<file path="config.mk">
export PLATFORM = sky130hd
export DESIGN_NAME = sweep_obstacle_segmenter
export DESIGN_NICKNAME = d
export VERILOG_FILES = /design/src/sos_pkg.sv /design/src/sweep_obstacle_segmenter.sv /design/src/sos_fifo.sv /design/src/sos_core.sv
export SDC_FILE = /design/constraint.sdc
export NUM_CORES = 1
export LEC_CHECK = 0
export BUFFER_PORTS_ARGS = -buffer_cell sky130_fd_sc_hd__buf_2
export CAP_MARGIN = 0
export CELL_PAD_IN_SITES_DETAIL_PLACEMENT = 0
export CELL_PAD_IN_SITES_GLOBAL_PLACEMENT = 1
export CORE_ASPECT_RATIO = 1.25
export CORE_MARGIN = 1
export CORE_UTILIZATION = 39
export DETAILED_ROUTE_END_ITERATION = 10
export GPL_ROUTABILITY_DRIVEN = 0
export PLACE_DENSITY = 0.77
export SETUP_SLACK_MARGIN = 0.2
export SLEW_MARGIN = 40
export SYNTH_ARGS = -nofsm -noshare
export SYNTH_HDL_FRONTEND = slang
export SYNTH_SLANG_ARGS = --single-unit
export TNS_END_PERCENT = 10
</file>
<file path="constraint.sdc">
create_clock -name clk -period 22.8 [get_ports clk]
set_input_delay 5.7 -clock clk [delete_from_list [all_inputs] [get_ports clk]]
set_output_delay 5.7 -clock clk [all_outputs]
set_load 0.005 [all_outputs]
</file>
<file path="src/sos_pkg.sv">
// Shared types, constants and helpers for the sweep obstacle segmenter.
package sos_pkg;

    localparam int ANGLE_W = 8;
    localparam int READ_W  = 10;
    localparam int SUM_W   = 12;
    localparam int AVG_W   = 14;
    localparam int DIST_W  = 9;
    localparam int NUM_W   = 6;
    localparam int TURN_W  = 7;
    localparam int FWD_W   = 13;
    localparam int CFG_W   = 10;
    localparam int MINW_W  = 8;

    localparam int SOS_FIFO_DEPTH = 4;

    localparam logic [CFG_W-1:0]  EDGE_THRESHOLD_RESET = 10'd30;
    localparam logic [MINW_W-1:0] MIN_WIDTH_RESET      = 8'd20;
    localparam logic [AVG_W-1:0]  PREV_AVG_RESET       = 14'd1600;
    localparam logic [DIST_W-1:0] DIST_NONE            = 9'd500;
    localparam logic [NUM_W-1:0]  KEPT_MAX             = 6'd63;
    localparam logic [ANGLE_W-1:0] ANGLE_MAX           = 8'd255;
    localparam logic [ANGLE_W-1:0] ANGLE_AHEAD         = 8'd90;
    localparam logic [TURN_W-1:0] TURN_MAX             = 7'd127;
    localparam logic [DIST_W-1:0] SENSOR_OFFSET        = 9'd4;
    localparam logic [15:0]       DIV3_RECIP           = 16'hAAAB;

    typedef enum logic
    {
        CFG_EDGE_THRESHOLD = 1'b0,
        CFG_MIN_WIDTH      = 1'b1
    } cfg_index_t;

    typedef enum logic
    {
        KIND_RECORD = 1'b0,
        KIND_FINAL  = 1'b1
    } kind_t;

    typedef struct packed
    {
        logic [ANGLE_W-1:0] angle;
        logic [READ_W-1:0]  reading_a;
        logic [READ_W-1:0]  reading_b;
        logic [READ_W-1:0]  reading_c;
        logic               sweep_end;
    } item_t;

    typedef struct packed
    {
        logic               kind;
        logic [NUM_W-1:0]   obstacle_number;
        logic [ANGLE_W-1:0] start_angle;
        logic [ANGLE_W-1:0] end_angle;
        logic [ANGLE_W-1:0] width_deg;
        logic [ANGLE_W-1:0] center_angle;
        logic [DIST_W-1:0]  distance_cm;
        logic               kept;
        logic               found;
        logic               steer_left;
        logic [TURN_W-1:0]  turn_deg;
        logic [FWD_W-1:0]   forward_mm;
    } res_t;

    function automatic logic [15:0] div3(input logic [15:0] x);
        logic [31:0] p;
        begin
            p = 32'(x) * 32'(DIV3_RECIP);
            return {1'b0, p[31:17]};
        end
    endfunction

endpackage

</file>
<file path="src/sweep_obstacle_segmenter.sv">
// Top level of the sweep obstacle segmenter: input register, config registers, result queue.
//
//  Channel  | Handshake            | Payload
//  ---------+----------------------+------------------------------------------------
//  in       | in_valid / in_stall  | angle, reading_a/b/c, sweep_end
//  out      | out_valid / out_stall| kind, obstacle_number ... forward_mm
//  cfg      | cfg_we               | cfg_index, cfg_data
//
// One sweep step per cycle while in_stall is low: a transaction lands in the input register,
// is processed when the queue has room for two, and its zero, one or two results enter it.
// The input stalls only while the result queue lacks room for two results.
// rst_n clears the sweep state, the queue and sets config to 30 cm / 20 degrees.
// Results leave in order, one per cycle when out_stall is low; the first result of a
// transaction reaches the outputs once it has been processed and written into the queue.
module sweep_obstacle_segmenter #(
    parameter int FifoDepth = sos_pkg::SOS_FIFO_DEPTH
) (
    input  logic                         clk,
    input  logic                         rst_n,
    input  logic                         cfg_we,
    input  logic                         cfg_index,
    input  logic [sos_pkg::CFG_W-1:0]    cfg_data,
    input  logic                         in_valid,
    output logic                         in_stall,
    input  logic [sos_pkg::ANGLE_W-1:0]  angle,
    input  logic [sos_pkg::READ_W-1:0]   reading_a,
    input  logic [sos_pkg::READ_W-1:0]   reading_b,
    input  logic [sos_pkg::READ_W-1:0]   reading_c,
    input  logic                         sweep_end,
    output logic                         out_valid,
    input  logic                         out_stall,
    output logic                         kind,
    output logic [sos_pkg::NUM_W-1:0]    obstacle_number,
    output logic [sos_pkg::ANGLE_W-1:0]  start_angle,
    output logic [sos_pkg::ANGLE_W-1:0]  end_angle,
    output logic [sos_pkg::ANGLE_W-1:0]  width_deg,
    output logic [sos_pkg::ANGLE_W-1:0]  center_angle,
    output logic [sos_pkg::DIST_W-1:0]   distance_cm,
    output logic                         kept,
    output logic                         found,
    output logic                         steer_left,
    output logic [sos_pkg::TURN_W-1:0]   turn_deg,
    output logic [sos_pkg::FWD_W-1:0]    forward_mm
);

    logic [sos_pkg::CFG_W-1:0]  edge_threshold_reg;
    logic [sos_pkg::MINW_W-1:0] min_width_reg;

    logic           item_valid_reg;
    sos_pkg::item_t item_reg;

    logic           in_accept;
    logic           fire;
    logic           room_for_two;
    logic           pop;
    logic [1:0]     res_num;
    logic [1:0]     push_num;
    sos_pkg::res_t  res_first;
    sos_pkg::res_t  res_second;
    sos_pkg::res_t  head;

    assign fire      = item_valid_reg && room_for_two;
    assign in_stall  = item_valid_reg && !room_for_two;
    assign in_accept = in_valid && !in_stall;
    assign push_num  = fire ? res_num : 2'd0;
    assign pop       = out_valid && !out_stall;

    always_ff @(posedge clk or negedge rst_n)
    begin
        if (!rst_n)
        begin
            edge_threshold_reg <= sos_pkg::EDGE_THRESHOLD_RESET;
            min_width_reg      <= sos_pkg::MIN_WIDTH_RESET;
        end
        else if (cfg_we)
        begin
            unique case (sos_pkg::cfg_index_t'(cfg_index))
                sos_pkg::CFG_EDGE_THRESHOLD: edge_threshold_reg <= cfg_data;
                sos_pkg::CFG_MIN_WIDTH:      min_width_reg <= cfg_data[sos_pkg::MINW_W-1:0];
                default:                     ;
            endcase
        end
    end

    always_ff @(posedge clk or negedge rst_n)
    begin
        if (!rst_n)
        begin
            item_valid_reg <= 1'b0;
        end
        else if (in_accept)
        begin
            item_valid_reg <= 1'b1;
        end
        else if (fire)
        begin
            item_valid_reg <= 1'b0;
        end
    end

    always_ff @(posedge clk)
    begin
        if (in_accept)
        begin
            item_reg.angle     <= angle;
            item_reg.reading_a <= reading_a;
            item_reg.reading_b <= reading_b;
            item_reg.reading_c <= reading_c;
            item_reg.sweep_end <= sweep_end;
        end
    end

    sos_core u_core (
        .clk            (clk),
        .rst_n          (rst_n),
        .fire           (fire),
        .item           (item_reg),
        .edge_threshold (edge_threshold_reg),
        .min_width      (min_width_reg),
        .res_num        (res_num),
        .res_first      (res_first),
        .res_second     (res_second)
    );

    sos_fifo #(
        .Depth (FifoDepth)
    ) u_fifo (
        .clk          (clk),
        .rst_n        (rst_n),
        .push_num     (push_num),
        .push_first   (res_first),
        .push_second  (res_second),
        .pop          (pop),
        .head         (head),
        .not_empty    (out_valid),
        .room_for_two (room_for_two)
    );

    assign kind            = head.kind;
    assign obstacle_number = head.obstacle_number;
    assign start_angle     = head.start_angle;
    assign end_angle       = head.end_angle;
    assign width_deg       = head.width_deg;
    assign center_angle    = head.center_angle;
    assign distance_cm     = head.distance_cm;
    assign kept            = head.kept;
    assign found           = head.found;
    assign steer_left      = head.steer_left;
    assign turn_deg        = head.turn_deg;
    assign forward_mm      = head.forward_mm;

endmodule

</file>
<file path="src/sos_fifo.sv">
// Result queue with two write slots per cycle and one read port.
module sos_fifo #(
    parameter int Depth = sos_pkg::SOS_FIFO_DEPTH
) (
    input  logic              clk,
    input  logic              rst_n,
    input  logic [1:0]        push_num,
    input  sos_pkg::res_t     push_first,
    input  sos_pkg::res_t     push_second,
    input  logic              pop,
    output sos_pkg::res_t     head,
    output logic              not_empty,
    output logic              room_for_two
);

    localparam int PtrW = $clog2(Depth);
    localparam int CntW = $clog2(Depth + 1);
    localparam logic [CntW-1:0] RoomLimit = CntW'(Depth - 2);

    sos_pkg::res_t mem [Depth];

    logic [PtrW-1:0] wr_ptr_reg, wr_ptr_next;
    logic [PtrW-1:0] rd_ptr_reg, rd_ptr_next;
    logic [CntW-1:0] count_reg, count_next;
    logic [PtrW-1:0] wr_ptr_second;

    assign wr_ptr_second = wr_ptr_reg + PtrW'(1);
    assign head          = mem[rd_ptr_reg];
    assign not_empty     = count_reg != '0;
    assign room_for_two  = count_reg <= RoomLimit;

    always_comb
    begin
        wr_ptr_next = wr_ptr_reg + PtrW'(push_num);
        rd_ptr_next = rd_ptr_reg + PtrW'(pop);
        count_next  = count_reg + CntW'(push_num) - CntW'(pop);
    end

    always_ff @(posedge clk)
    begin
        if (push_num != 2'd0)
        begin
            mem[wr_ptr_reg] <= push_first;
        end
        if (push_num == 2'd2)
        begin
            mem[wr_ptr_second] <= push_second;
        end
    end

    always_ff @(posedge clk or negedge rst_n)
    begin
        if (!rst_n)
        begin
            wr_ptr_reg <= '0;
            rd_ptr_reg <= '0;
            count_reg  <= '0;
        end
        else
        begin
            wr_ptr_reg <= wr_ptr_next;
            rd_ptr_reg <= rd_ptr_next;
            count_reg  <= count_next;
        end
    end

endmodule

</file>
<file path="src/sos_core.sv">
// Per-step edge detection, obstacle tracking and final selection with sweep state.
module sos_core (
    input  logic                        clk,
    input  logic                        rst_n,
    input  logic                        fire,
    input  sos_pkg::item_t              item,
    input  logic [sos_pkg::CFG_W-1:0]   edge_threshold,
    input  logic [sos_pkg::MINW_W-1:0]  min_width,
    output logic [1:0]                  res_num,
    output sos_pkg::res_t               res_first,
    output sos_pkg::res_t               res_second
);

    logic [sos_pkg::AVG_W-1:0]   prev_avg_reg, prev_avg_next;
    logic                        open_reg, open_next;
    logic [sos_pkg::ANGLE_W-1:0] open_start_reg, open_start_next;
    logic [sos_pkg::DIST_W-1:0]  run_min_reg, run_min_next;
    logic [sos_pkg::NUM_W-1:0]   kept_count_reg, kept_count_next;
    logic [sos_pkg::ANGLE_W-1:0] best_width_reg, best_width_next;
    logic [sos_pkg::ANGLE_W-1:0] best_center_reg, best_center_next;
    logic [sos_pkg::DIST_W-1:0]  best_dist_reg, best_dist_next;

    logic [sos_pkg::SUM_W-1:0]   sum;
    logic [15:0]                 avg_full;
    logic [15:0]                 cm_full;
    logic [sos_pkg::AVG_W-1:0]   avg;
    logic [sos_pkg::READ_W-1:0]  cm;
    logic [sos_pkg::AVG_W-1:0]   thr;
    logic [sos_pkg::DIST_W-1:0]  run_min_upd;
    logic                        drop;
    logic                        rise;
    logic                        open_now;
    logic [sos_pkg::ANGLE_W-1:0] start_now;
    logic                        close_rise;
    logic                        close_end;
    logic                        close;
    logic [sos_pkg::ANGLE_W-1:0] end_ang;
    logic [sos_pkg::ANGLE_W-1:0] width;
    logic [sos_pkg::ANGLE_W-1:0] center;
    logic                        keep;
    logic                        better;
    logic [sos_pkg::NUM_W-1:0]   kept_after;
    logic [sos_pkg::ANGLE_W-1:0] bw_after;
    logic [sos_pkg::ANGLE_W-1:0] bc_after;
    logic [sos_pkg::DIST_W-1:0]  bd_after;
    logic [sos_pkg::ANGLE_W-1:0] turn_diff;
    logic [sos_pkg::DIST_W-1:0]  dist_off;
    sos_pkg::res_t               rec;
    sos_pkg::res_t               fin;

    assign sum = sos_pkg::SUM_W'(item.reading_a) + sos_pkg::SUM_W'(item.reading_b)
               + sos_pkg::SUM_W'(item.reading_c);
    assign avg_full = sos_pkg::div3({sum, 4'b0000});
    assign cm_full  = sos_pkg::div3({4'b0000, sum});
    assign avg      = avg_full[sos_pkg::AVG_W-1:0];
    assign cm       = cm_full[sos_pkg::READ_W-1:0];
    assign thr      = {edge_threshold, 4'b0000};

    always_comb
    begin
        run_min_upd = run_min_reg;
        if (open_reg && ({1'b0, run_min_reg} > cm))
        begin
            run_min_upd = cm[sos_pkg::DIST_W-1:0];
        end

        drop = (prev_avg_reg != '0) && (prev_avg_reg > avg) && ((prev_avg_reg - avg) > thr);
        rise = (prev_avg_reg != '0) && (avg > prev_avg_reg) && ((avg - prev_avg_reg) > thr);

        open_now  = open_reg || drop;
        start_now = (!open_reg && drop) ? item.angle : open_start_reg;

        close_rise = open_now && rise;
        close_end  = item.sweep_end && open_now && !rise;
        close      = close_rise || close_end;

        if (close_rise)
        begin
            end_ang = item.angle;
        end
        else if (item.angle == sos_pkg::ANGLE_MAX)
        begin
            end_ang = sos_pkg::ANGLE_MAX;
        end
        else
        begin
            end_ang = item.angle + 8'd1;
        end

        width  = (end_ang >= start_now) ? (end_ang - start_now) : '0;
        center = start_now + (width >> 1);
        keep   = width >= min_width;

        better     = close && keep && ((kept_count_reg == '0) || (width < best_width_reg));
        bw_after   = better ? width : best_width_reg;
        bc_after   = better ? center : best_center_reg;
        bd_after   = better ? run_min_upd : best_dist_reg;
        kept_after = (close && keep && (kept_count_reg < sos_pkg::KEPT_MAX))
                   ? kept_count_reg + 6'd1 : kept_count_reg;

        rec                 = '0;
        rec.kind            = sos_pkg::KIND_RECORD;
        rec.obstacle_number = kept_count_reg;
        rec.start_angle     = start_now;
        rec.end_angle       = end_ang;
        rec.width_deg       = width;
        rec.center_angle    = center;
        rec.distance_cm     = run_min_upd;
        rec.kept            = keep;

        fin       = '0;
        fin.kind  = sos_pkg::KIND_FINAL;
        turn_diff = '0;
        dist_off  = bd_after - sos_pkg::SENSOR_OFFSET;
        if (kept_after != '0)
        begin
            fin.width_deg    = bw_after;
            fin.center_angle = bc_after;
            fin.distance_cm  = bd_after;
            fin.found        = 1'b1;
            if (bc_after > sos_pkg::ANGLE_AHEAD)
            begin
                fin.steer_left = 1'b1;
                turn_diff      = bc_after - sos_pkg::ANGLE_AHEAD;
            end
            else
            begin
                turn_diff = sos_pkg::ANGLE_AHEAD - bc_after;
            end
            fin.turn_deg = (turn_diff > 8'(sos_pkg::TURN_MAX))
                         ? sos_pkg::TURN_MAX : turn_diff[sos_pkg::TURN_W-1:0];
            if (bd_after > sos_pkg::SENSOR_OFFSET)
            begin
                fin.forward_mm = sos_pkg::FWD_W'({dist_off, 3'b000})
                               + sos_pkg::FWD_W'({dist_off, 1'b0});
            end
        end

        res_num    = 2'(close) + 2'(item.sweep_end);
        res_first  = close ? rec : fin;
        res_second = fin;

        if (item.sweep_end)
        begin
            prev_avg_next    = sos_pkg::PREV_AVG_RESET;
            open_next        = 1'b0;
            open_start_next  = '0;
            run_min_next     = sos_pkg::DIST_NONE;
            kept_count_next  = '0;
            best_width_next  = '0;
            best_center_next = '0;
            best_dist_next   = '0;
        end
        else
        begin
            prev_avg_next    = avg;
            open_next        = open_now && !close_rise;
            open_start_next  = start_now;
            run_min_next     = close ? sos_pkg::DIST_NONE : run_min_upd;
            kept_count_next  = kept_after;
            best_width_next  = bw_after;
            best_center_next = bc_after;
            best_dist_next   = bd_after;
        end
    end

    always_ff @(posedge clk or negedge rst_n)
    begin
        if (!rst_n)
        begin
            prev_avg_reg    <= sos_pkg::PREV_AVG_RESET;
            open_reg        <= 1'b0;
            open_start_reg  <= '0;
            run_min_reg     <= sos_pkg::DIST_NONE;
            kept_count_reg  <= '0;
            best_width_reg  <= '0;
            best_center_reg <= '0;
            best_dist_reg   <= '0;
        end
        else if (fire)
        begin
            prev_avg_reg    <= prev_avg_next;
            open_reg        <= open_next;
            open_start_reg  <= open_start_next;
            run_min_reg     <= run_min_next;
            kept_count_reg  <= kept_count_next;
            best_width_reg  <= best_width_next;
            best_center_reg <= best_center_next;
            best_dist_reg   <= best_dist_next;
        end
    end

endmodule

</file>
After elaboration in Yosys (flattened, before gate mapping)
Memory sizes are Yosys's and may differ from the RTL's.
Cells that the tools add are included.
{"block": "totals", "ff_bits": 128, "mem_bits_rw": 284, "input_bits": 55, "out_inout_bits": 73, "n_memories": 1}
{"memory": "u_fifo.mem", "words": 4, "word_bits": 71, "read_ports": 1, "rd_ports_with_merged_regs": 0, "write_ports": 2, "line": "sos_fifo.sv:20", "text": "sos_pkg::res_t mem [Depth];"}
{"block": "op_classes", "addsub": 18, "mul": 2, "n_lt_le_gt_ge": 13, "n_eq_ne": 2, "n_mux": 33, "bitwise": 1, "n_reduce_logical": 34}
{"cell": "two-way mux 8 bit", "n": 11}
{"cell": "two-way mux 71 bit", "n": 1}
{"cell": "> comparator 14 bit", "n": 4}
{"cell": "multiplier 12 x 16 -> 27 bit (second input constant)", "n": 2}
{"cell": "two-way mux 9 bit", "n": 5}
{"cell": "subtractor 14 bit", "n": 2}
{"cell": "two-way mux 25 bit", "n": 1}
{"cell": "two-way mux 22 bit", "n": 1}
{"cell": "logical AND 1 bit", "n": 17}
{"cell": ">= comparator 8 bit", "n": 2}
{"cell": "> comparator 8 x 7 -> 1 bit (second input constant)", "n": 2}
{"cell": "two-way mux 14 bit", "n": 1}
{"cell": "nonzero test 14 bit", "n": 1}
{"cell": "adder 12 x 10 -> 13 bit", "n": 1}
{"cell": "two-way mux 13 bit", "n": 1}
{"cell": "adder 12 x 10 -> 12 bit", "n": 1}
{"cell": "two-way mux 6 bit", "n": 2}
{"cell": "adder 10 x 10 -> 11 bit", "n": 1}
{"cell": "> comparator 9 x 10 -> 1 bit", "n": 1}
{"cell": "> comparator 9 x 3 -> 1 bit (second input constant)", "n": 1}
{"cell": "subtractor 9 x 3 -> 9 bit (second input constant)", "n": 1}
{"cell": "adder 8 x 1 -> 8 bit (second input constant)", "n": 1}
{"cell": "adder 8 x 7 -> 8 bit", "n": 1}
{"cell": "== test 8 bit (second input constant)", "n": 1}
{"cell": "other kinds (25)", "n": 41}

Depth between registers and ports, before layout
Gate-level depths: netlist of the first run.
{"block": "logic_depth", "word_depth": 22, "mapped_depth": 97, "mapped_depth_nobuf": 92}

Hierarchy
From an unflattened synthesis of the first run, not the netlist that was laid out.
{"block": "hier_totals", "cells_unflattened": 2342, "hier_area_um2": 28084.4}
{"module": "sos_fifo", "instances": 1, "cells_per_inst": 725, "area_each_um2": 14073.5, "seq_area_each_um2": 8703.3}
{"module": "sos_core", "instances": 1, "cells_per_inst": 1530, "area_each_um2": 12037.8, "seq_area_each_um2": 1587.8}
{"module": "sweep_obstacle_segmenter", "instances": 1, "cells_per_inst": 87, "area_each_um2": 1973.1, "seq_area_each_um2": 1654.1}

Worst setup path before layout of the first run
Ideal clock, no wire load.
{"block": "synth_path", "kind": "register -> register", "startpoint": "reg item_reg[11] in the netlist's numbering", "endpoint": "mem u_fifo.mem[1][11] in the netlist's numbering, data pin", "setup_ns": 0.265, "arrival_ns": 17.035, "t_required_ns": 22.535, "path_slack_ns": 5.500, "stages_incl_launch_ff": 95, "path_buffers": 7, "path_cell_list": "edfxtp_1 ha_1 fa_1 a21o_1 a21oi_1 xnor2_1 ha_1 a21o_1 a21o_1 a21o_1 a21o_1 a21oi_1 nor2_1 nor2_1 xnor2_1 inv_1 fa_1 inv_1 [... 59 more ...] o211a_1 and2_1 buf_2 buf_2 mux2i_1 buf_2 xnor2_1 inv_1 fa_1 inv_1 a21oi_1 o21bai_1 a21o_1 a21o_1 a21o_1 or4b_1 o211ai_1 nor2_1"}
{"item": "start: declaration", "line": "sweep_obstacle_segmenter.sv:50", "text": "sos_pkg::item_t item_reg;"}
{"item": "end: declaration", "line": "sos_fifo.sv:20"}

==> Implementation_results.wiki, run 1 <==
{| class="wikitable"
! Metric !! Value
|-
| Die height || 286 um
|-
| Critical path peak fanout || 40
|-
| Max Clk Rate || 50.3 MHz
|-
| Overflow after GRT || 0
|-
| Clock-pin transition on the worst setup and hold timing paths || 0.06 ns
|-
| # nets final || ~2800
|-
| CTS Hold Bufs || 0
|-
| Clock sink count || 408
|-
| Dpl hpwl || 51400 um
|-
| Leading cell type in the layout, fill and taps excluded || inv_1
|-
| Dpl cells || 3304
|-
| Ys Warns || 0
|-
| Setup Crit Path Kind || reg2reg
|-
| Crit path required time || 23.09 ns
|-
| Predominant post-synthesis flop cell || edfxtp_1
|-
| Unrepaired setup endpoints after global routing || false
|-
| Final Worst Setup Slack || 2.90 ns
|-
| Largest family of logic cells by synthesized area || compound AO/OA/AOI/OAI gates
|-
| CTS HTree Levels || 2
|-
| Crit. End Element || flip-flop
|-
| Count of pins on the block boundary || 128
|-
| Number of flip-flops in the largest register || 280
|-
| Post-route antenna net violation count || 0
|-
| Portion of netlist area occupied by mux cells || 8.16%
|-
| Setup clock skew after layout || 0.0255 ns
|-
| CP arrival || 20.19 ns
|-
| Measured slew at the worst slew-check pin || 0.940 ns
|-
| Wire length of the first global-routing pass || ~110000 um
|-
| Outcome || complete, no violations
|-
| Post-cts gate resize count || 0
|-
| Crit. Startpoint || item_reg[11]
|-
| Remaining routing DRC violations || 0
|-
| Clock tree from TritonCTS || built
|-
| Number of global-route vias before repair || 19700
|-
| Instance count of the mapped netlist || about 2400
|-
| Starting density of the core || 39.7%
|-
| Startpoint kind of the worst setup timing path || flip-flop
|-
| Number of setup buffers added after CTS || 0
|-
| Skew-Pair Late Insertion Delay || 0.59 ns
|-
| Largest stage delay on the critical path || 0.53 ns
|-
| Drt first pass iters || 6
|-
| Area of the core region || 0.0634 mm^2
|-
| XOR/XNOR share of the synthesized area || 2.92%
|-
| Clock root buffer || clkbuf_16
|-
| Global-route usage over all layers || 21.6%
|-
| Layout overhead on the synthesized area || 11.9%
|-
| Final setup fails || 0
|-
| Per-cell via count in the routed design || approximately 5.6
|-
| Detailed-route wire length || between 70000 and 80000 um
|-
| Average routed wire per standard cell || 21.0 um
|-
| EDFF count, synth || 223
|-
| Count of different cell masters after synthesis || 93
|-
| Number of antenna violations at the first check in global routing || 0
|-
| Top library cells by usage in the layout, fill and taps aside || inv_1, edfxtp_1, ha_1, o21ai_0, nand2_1
|-
| Fillers || 6004
|-
| Synth Area in Simple Gates || about an eighth
|-
| Critical Path Slowest Stage Cell || fa_1
|-
| Area of the die || between 0.06 and 0.07 mm^2
|-
| Total nets after synthesis || 2724
|-
| Minimum setup slack after placement || 2.88 ns
|-
| Vias after detailed routing || 19100
|-
| MaxCap Viol Count || 0
|-
| Avg Cell Area, Syn || 10.3 um^2
|-
| Die Width || approximately 230 um
|-
| Share of the yosys chip area belonging to registers || 43.2%
|-
| Fraction of the cycle the final worst path needs || 87.3%
|-
| Critical R2R Launch || item_reg[11]
|-
| Number of buffers created by CTS || 44
|-
| Min-delay src || u_fifo.mem[3][70]
|-
| Setup TNS || 0 ns
|-
| Adder and majority gate portion of the synthesized area || 13.2%
|-
| Number of buffers on the longest clock path || 3
|-
| Compound-Gate Fraction of Synth Area || 15.2%
|-
| Worst min path class || reg2reg
|-
| Count of antenna diodes in the layout || 0
|-
| Fraction of layout instances using a drive strength above 1 || 15.5%
|-
| Proportion of register bits with asynchronous set or reset after synthesis || 21.8%
|-
| Most frequent cell on the critical path || a21oi_1
|-
| Synthesis-stage register bit count || 408
|-
| Count of pins over their slew limit || 0
|-
| Number of port buffers || 126
|-
| Netlist area before placement || roughly 0.025 mm^2
|-
| Worst relative slew slack || 36.8%
|-
| Standard-cell rows || 103
|-
| Final Hold Violating Endpoints || 0
|-
| Pin count of the biggest net entering global routing || 66
|-
| Detailed router's first-iteration violation count || 1365
|-
| Non-filler instance count after layout || 3385
|-
| Clock period minus worst slack || approximately 20 ns
|}
routing by layer:
layer	track usage (%)	routed length, um	up-vias
li1	-	-	8995
met1	24.5	27100	9386
met2	41.1	38000	607
met3	2.68	3600	124
met4	7.77	2400	0
met5	0	0	-
logic make-up after synthesis:
family                   count (synthesis)
AO/OA/AOI/OAI                          615
XOR/XNOR                                83
adder cells (fa/ha/maj)                234
buffers and inverters                  362
flip-flops                             408
multiplexers                           115
other                                    1
AND/OR/NAND/NOR                        618
area by class of cell:
class / instances / area (um^2) / area share [%]
multi-input cells: 1666 / 12900 / 46.0
flip-flops and latches: 408 / 10900 / 38.6
clock buffers: 56 / 1210 / 4.32
well taps: 840 / 1050 / 3.74
repair buffers: 162 / 923 / 3.28
inverters: 229 / 860 / 3.06
clock inverters: 24 / 270 / 0.961
cell usage after synthesis, types with 7 or more instances:
library cell,count,area share (%)
inv_1,229,3.4
a31oi_1,20,0.50
dfxtp_1,96,7.6
dfstp_2,15,1.6
edfxtp_1,223,27
o21a_1,15,0.45
nor2b_1,17,0.42
mux2i_1,24,0.96
or3_1,11,0.27
clkbuf_1,89,1.3
a31o_2,8,0.28
nand2b_1,20,0.50
or2_2,10,0.25
a21oi_1,121,2.4
buf_1,15,0.22
nand4_1,17,0.42
fa_1,51,4.1
nor4_1,10,0.25
a21o_1,42,1.3
nor2_1,153,2.3
buf_2,25,0.50
o21bai_1,11,0.33
xnor2_1,54,1.9
ha_1,182,9.1
a21boi_0,7,0.21
o31ai_1,7,0.21
a22oi_1,13,0.39
o21ai_0,181,3.6
mux4_2,70,6.3
dfrtp_1,74,7.4
nand3_1,123,2.4
and3_1,17,0.42
mux2_2,21,0.94
nor3_1,32,0.64
nand2_1,162,2.4
xor2_1,28,0.98
o22ai_1,119,3.0
a22o_1,8,0.28
a211o_1,7,0.24
and2_1,13,0.32
worst max-delay path, delay by kind of cell (launching register included):
family | cells | cell delay (ns)
XOR/XNOR | 4 | 0.86
adder cells (fa/ha/maj) | 16 | 5.74
buffers and inverters | 9 | 1.12
multiplexers | 4 | 1.34
AO/OA/AOI/OAI | 34 | 6.47
flip-flops | 1 | 0.36
AND/OR/NAND/NOR | 20 | 3.65
path summary, 6_finish.rpt:
check | endpoint | slack (ns) | depth (start not counted)
max in group asynchronous | u_fifo.rd_ptr_reg[0] | 16.70 | 2
setup / recovery | u_fifo.mem[2][18] | 2.90 | 87
min in group asynchronous | u_core.prev_avg_reg[1] | 5.05 | 1
setup reg to reg | u_fifo.mem[2][18] | 2.90 | 87
hold reg to reg | u_fifo.mem[3][70] | 0.46 | 2
hold / removal | u_fifo.mem[3][70] | 0.46 | 2
per-stage QoR:
stage | cell area (um^2) | utilization (%) | hold WS (ns)
2_1_floorplan | 25100 | - | 0.418
3_3_place_gp | 26600 | 41.9 | 0.431
3_5_place_dp | 26600 | 42.0 | 0.446
4_1_cts | 28100 | 44.3 | 0.456
5_1_grt | 28100 | 44.4 | 0.464
6_report | 28100 | 44.4 | 0.456
Power of run 1 is not shown: default switching activity piles up to over one toggle a cycle in this logic, so the estimate is an artifact.
==> run 2: changes to the inputs <==
--- a/config.mk
+++ b/config.mk
@@ -5,6 +5,7 @@
 export SDC_FILE = /design/constraint.sdc
 export NUM_CORES = 1
 export LEC_CHECK = 0
+export ABC_AREA = 1
 export BUFFER_PORTS_ARGS = -buffer_cell sky130_fd_sc_hd__buf_2
 export CAP_MARGIN = 0
 export CELL_PAD_IN_SITES_DETAIL_PLACEMENT = 0
@@ -14,7 +15,7 @@
 export CORE_UTILIZATION = 39
 export DETAILED_ROUTE_END_ITERATION = 10
 export GPL_ROUTABILITY_DRIVEN = 0
-export PLACE_DENSITY = 0.77
+export PLACE_DENSITY = 0.8
 export SETUP_SLACK_MARGIN = 0.2
 export SLEW_MARGIN = 40
 export SYNTH_ARGS = -nofsm -noshare
==> run 2 against run 1 <==
Non-clock buffer count is 9 lower. Wire length grew 5.9%. Synthesized area rose by 3.5%. Global-route usage increased by 0.56 points. Clock skew decreased by 0.0093 ns. Highest routed layer unchanged. Final area increased by 2.7%. Critical path type unchanged. Sequential cell count unchanged. Via count is 14% higher. Sequential share of layout area down 1.0 points. First-iteration DRC count is 12% higher.
==> Implementation_results.wiki, run 2 <==
{| class="wikitable"
! Metric !! Value
|-
| Outcome || complete, no violations (unchanged)
|-
| Number of port buffers || 126 (unchanged)
|-
| Placed inst area || 0.0274 mm^2 (was 0.0266 mm^2)
|-
| Final setup fails || 0 (unchanged)
|-
| Proportion of register bits with asynchronous set or reset after synthesis || 21.8% (unchanged)
|-
| Detailed router's first-iteration violation count || 1531 (was 1365)
|-
| Standard-cell rows || 105 (was 103)
|-
| Number of flip-flops in the largest register || 280 (unchanged)
|-
| Number of buffers on the longest clock path || 3 (unchanged)
|-
| Remaining routing DRC violations || 0 (unchanged)
|-
| Critical Path Slowest Stage Cell || fa_1 (unchanged)
|-
| CTS HTree Levels || 2 (unchanged)
|-
| Avg Cell Area, Syn || 8.19 um^2 (was 10.3 um^2)
|-
| # nets final || 3523 (was 2799)
|-
| Worst path bufs/invs || 15 (was 9)
|-
| Measured slew at the worst slew-check pin || 0.891 ns (was 0.940 ns)
|-
| Number of buffers created by CTS || 44 (unchanged)
|-
| Unrepaired setup endpoints after global routing || false (unchanged)
|-
| Vias after detailed routing || 21800 (was 19100)
|-
| Instance count of the mapped netlist || 3176 (was 2436)
|-
| Setup clock skew after layout || 0.0162 ns (was 0.0255 ns)
|-
| Leading cell type in the layout, fill and taps excluded || nand2_1 (was inv_1)
|-
| MaxCap Viol Count || 0 (unchanged)
|-
| EDFF count, synth || 223 (unchanged)
|-
| Average routed wire per standard cell || 18.2 um (was 21.0 um)
|-
| Clock period minus worst slack || 16.21 ns (was 19.90 ns)
|-
| Most frequent cell after synthesis || nand2_1 (was inv_1)
|-
| CTS Hold Bufs || 0 (unchanged)
|-
| Critical path peak fanout || 43 (was 40)
|-
| Post-cts gate resize count || 0 (unchanged)
|-
| Per-cell via count in the routed design || 5.29 (was 5.65)
|-
| Number of global-route vias before repair || 21600 (was 19700)
|-
| Max Clk Rate || 61.7 MHz (was 50.3 MHz)
|-
| Critical path's top delay family || adder cells (was compound AO/OA/AOI/OAI gates)
|-
| Worst relative slew slack || 40.6% (was 36.8%)
|-
| Count of pins on the block boundary || 128 (unchanged)
|-
| Synthesis-stage register bit count || 408 (unchanged)
|-
| Final Hold Violating Endpoints || 0 (unchanged)
|-
| Worst min path class || reg2reg (unchanged)
|-
| Skew-Pair Late Insertion Delay || 0.59 ns (about the same)
|-
| Setup Crit Path Kind || reg2reg (unchanged)
|-
| Die Width || 233 um (was 229 um)
|-
| Die height || 291 um (was 286 um)
|-
| Clock-pin transition on the worst setup and hold timing paths || 0.06 ns (about the same)
|-
| Crit path required time || 23.11 ns (was 23.09 ns)
|-
| Netlist area before placement || 0.0260 mm^2 (was 0.0251 mm^2)
|-
| Largest stage delay on the critical path || 0.56 ns (was 0.53 ns)
|-
| Wire length of the first global-routing pass || 118000 um (was 111000 um)
|-
| Startpoint kind of the worst setup timing path || flip-flop (unchanged)
|-
| Clock tree from TritonCTS || built (unchanged)
|-
| Detailed-route wire length || 75300 um (was 71100 um)
|-
| Pin count of the biggest net entering global routing || 96 (was 66)
|-
| CP arrival || 16.52 ns (was 20.19 ns)
|-
| Predominant post-synthesis flop cell || edfxtp_1 (unchanged)
|-
| Count of different cell masters after synthesis || 65 (was 93)
|-
| Final instance area || 0.0289 mm^2 (was 0.0281 mm^2)
|-
| Clock root buffer || clkbuf_16 (unchanged)
|-
| Clock sink count || 408 (unchanged)
|-
| Cells taking the most area after synthesis || edfxtp_1, ha_1, nand2_1, o21ai_0, dfxtp_1 (was edfxtp_1, ha_1, dfxtp_1, dfrtp_1, mux4_2)
|-
| Most frequent cell on the critical path || nand2_1 (was a21oi_1)
|-
| Setup TNS || 0 ns (unchanged)
|-
| Share of the yosys chip area belonging to registers || 41.8% (was 43.2%)
|-
| Dpl hpwl || 51000 um (was 51400 um)
|-
| Crit. End Element || flip-flop (unchanged)
|-
| Ys Warns || 0 (unchanged)
|-
| Post-route antenna net violation count || 0 (unchanged)
|-
| Top cells by count, synth || nand2_1, o21ai_0, inv_1, nor2_1, edfxtp_1 (was inv_1, edfxtp_1, ha_1, o21ai_0, nand2_1)
|-
| Area share of the largest cell type after synthesis || 25.7% (was 26.6%)
|-
| Number of setup buffers added after CTS || 0 (unchanged)
|-
| Drt first pass iters || 6 (unchanged)
|-
| Library cell with the largest summed area after synthesis || edfxtp_1 (unchanged)
|-
| Fraction of the cycle the final worst path needs || 71.1% (was 87.3%)
|-
| Layout overhead on the synthesized area || 11.0% (was 11.9%)
|-
| Starting density of the core || 39.5% (was 39.7%)
|-
| Count of pins over their slew limit || 0 (unchanged)
|-
| Total nets after synthesis || 3464 (was 2724)
|-
| Area of the die || 0.0678 mm^2 (was 0.0655 mm^2)
|-
| Overflow after GRT || 0 (unchanged)
|-
| Fraction of layout instances using a drive strength above 1 || 11.5% (was 15.5%)
|-
| Area of the core region || 0.0658 mm^2 (was 0.0634 mm^2)
|-
| Number of antenna violations at the first check in global routing || 1 (was 0)
|-
| Global-route usage over all layers || 22.2% (was 21.6%)
|-
| Top library cells by usage in the layout, fill and taps aside || nand2_1, o21ai_0, inv_1, nor2_1, edfxtp_1 (was inv_1, edfxtp_1, ha_1, o21ai_0, nand2_1)
|-
| Fillers || 6620 (was 6004)
|}
-- run 2: cell count changes after synthesis, moves of 28 or more --
| cell | previous run | this run |
|---|---|---|
| nand3_1 | 123 | 197 |
| nand2_2 | 0 | 28 |
| o21ai_0 | 181 | 392 |
| nand2_1 | 162 | 596 |
| a21o_1 | 42 | 6 |
| nor2_1 | 153 | 301 |
| mux4_2 | 70 | 0 |
| xnor2_1 | 54 | 14 |
| inv_1 | 229 | 381 |
-- run 2: worst reg2reg max path: cells and delay by family (launching register included) --
kind	cells	cell delay [ns]
adder cells (fa/ha/maj)	14	5.48
AO/OA/AOI/OAI	21	4.12
AND/OR/NAND/NOR	36	3.93
buffers and inverters	15	1.09
XOR/XNOR	3	0.98
flip-flops	1	0.37
-- run 2: cell type report --
type | instances | area [um^2] | area share, %
repair buffers | 153 | 867 | 3.00
clock inverters | 31 | 308 | 1.07
clock buffers | 50 | 1130 | 3.92
well taps | 856 | 1070 | 3.71
inverters | 412 | 1560 | 5.40
multi-input cells | 2216 | 13100 | 45.3
diodes | 1 | 2.50 | 0.00866
flip-flops and latches | 408 | 10900 | 37.6
-- run 2: worst paths after layout --
check                                  startpoint                       end  slack [ns]  depth (start not counted)
worst max-delay path                 item_reg[11]         u_fifo.mem[2][10]        6.59                         89
worst min-delay path            u_fifo.mem[2][70]         u_fifo.mem[2][70]        0.45                          2
worst max register to register       item_reg[11]         u_fifo.mem[2][10]        6.59                         89
worst min register to register  u_fifo.mem[2][70]         u_fifo.mem[2][70]        0.45                          2
max in group asynchronous                   rst_n     u_core.run_min_reg[6]       16.65                          3
min in group asynchronous                   rst_n  u_core.open_start_reg[7]        5.10                          1
-- run 2: cells by family after synthesis --
logic type	count (synthesis)	share of synthesized area [%]
AOI/OAI and AO/OA	699	14.9
xor gates and xnor gates	68	2.29
adders and majority gates	233	12.7
buffers and inverters	552	8.18
DFF	408	41.8
other	1	0.0144
and+or+nand+nor	1215	20.2
-- run 2: metrics by stage --
| stage | setup WS [ns] | hold slack [ns] | cells | utilization [%] |
|---|---|---|---|---|
| 6_report | 6.59 | 0.452 | 4127 | 43.9 |
| 5_1_grt | 4.61 | 0.481 | 4126 | 43.9 |
| 4_1_cts | 6.52 | 0.451 | 4125 | 43.8 |
| 3_5_place_dp | 6.53 | 0.437 | 4044 | 41.7 |
| 3_3_place_gp | 6.62 | 0.437 | 4043 | 41.6 |
| 2_1_floorplan | 8.43 | 0.422 | 3176 | - |
-- run 2: routing by layer --
| metal | wire [um] | up-vias | global-route usage, % | share of wire (%) |
|---|---|---|---|---|
| li1 | - | 10700 | - | - |
| met1 | 30500 | 10300 | 26.9 | 40 |
| met2 | 38500 | 639 | 40.4 | 51 |
| met3 | 4040 | 132 | 2.18 | 5.4 |
| met4 | 2290 | 0 | 7.54 | 3.0 |
| met5 | 0 | - | 0 | 0 |
Power of run 2 is left out for the same reason.
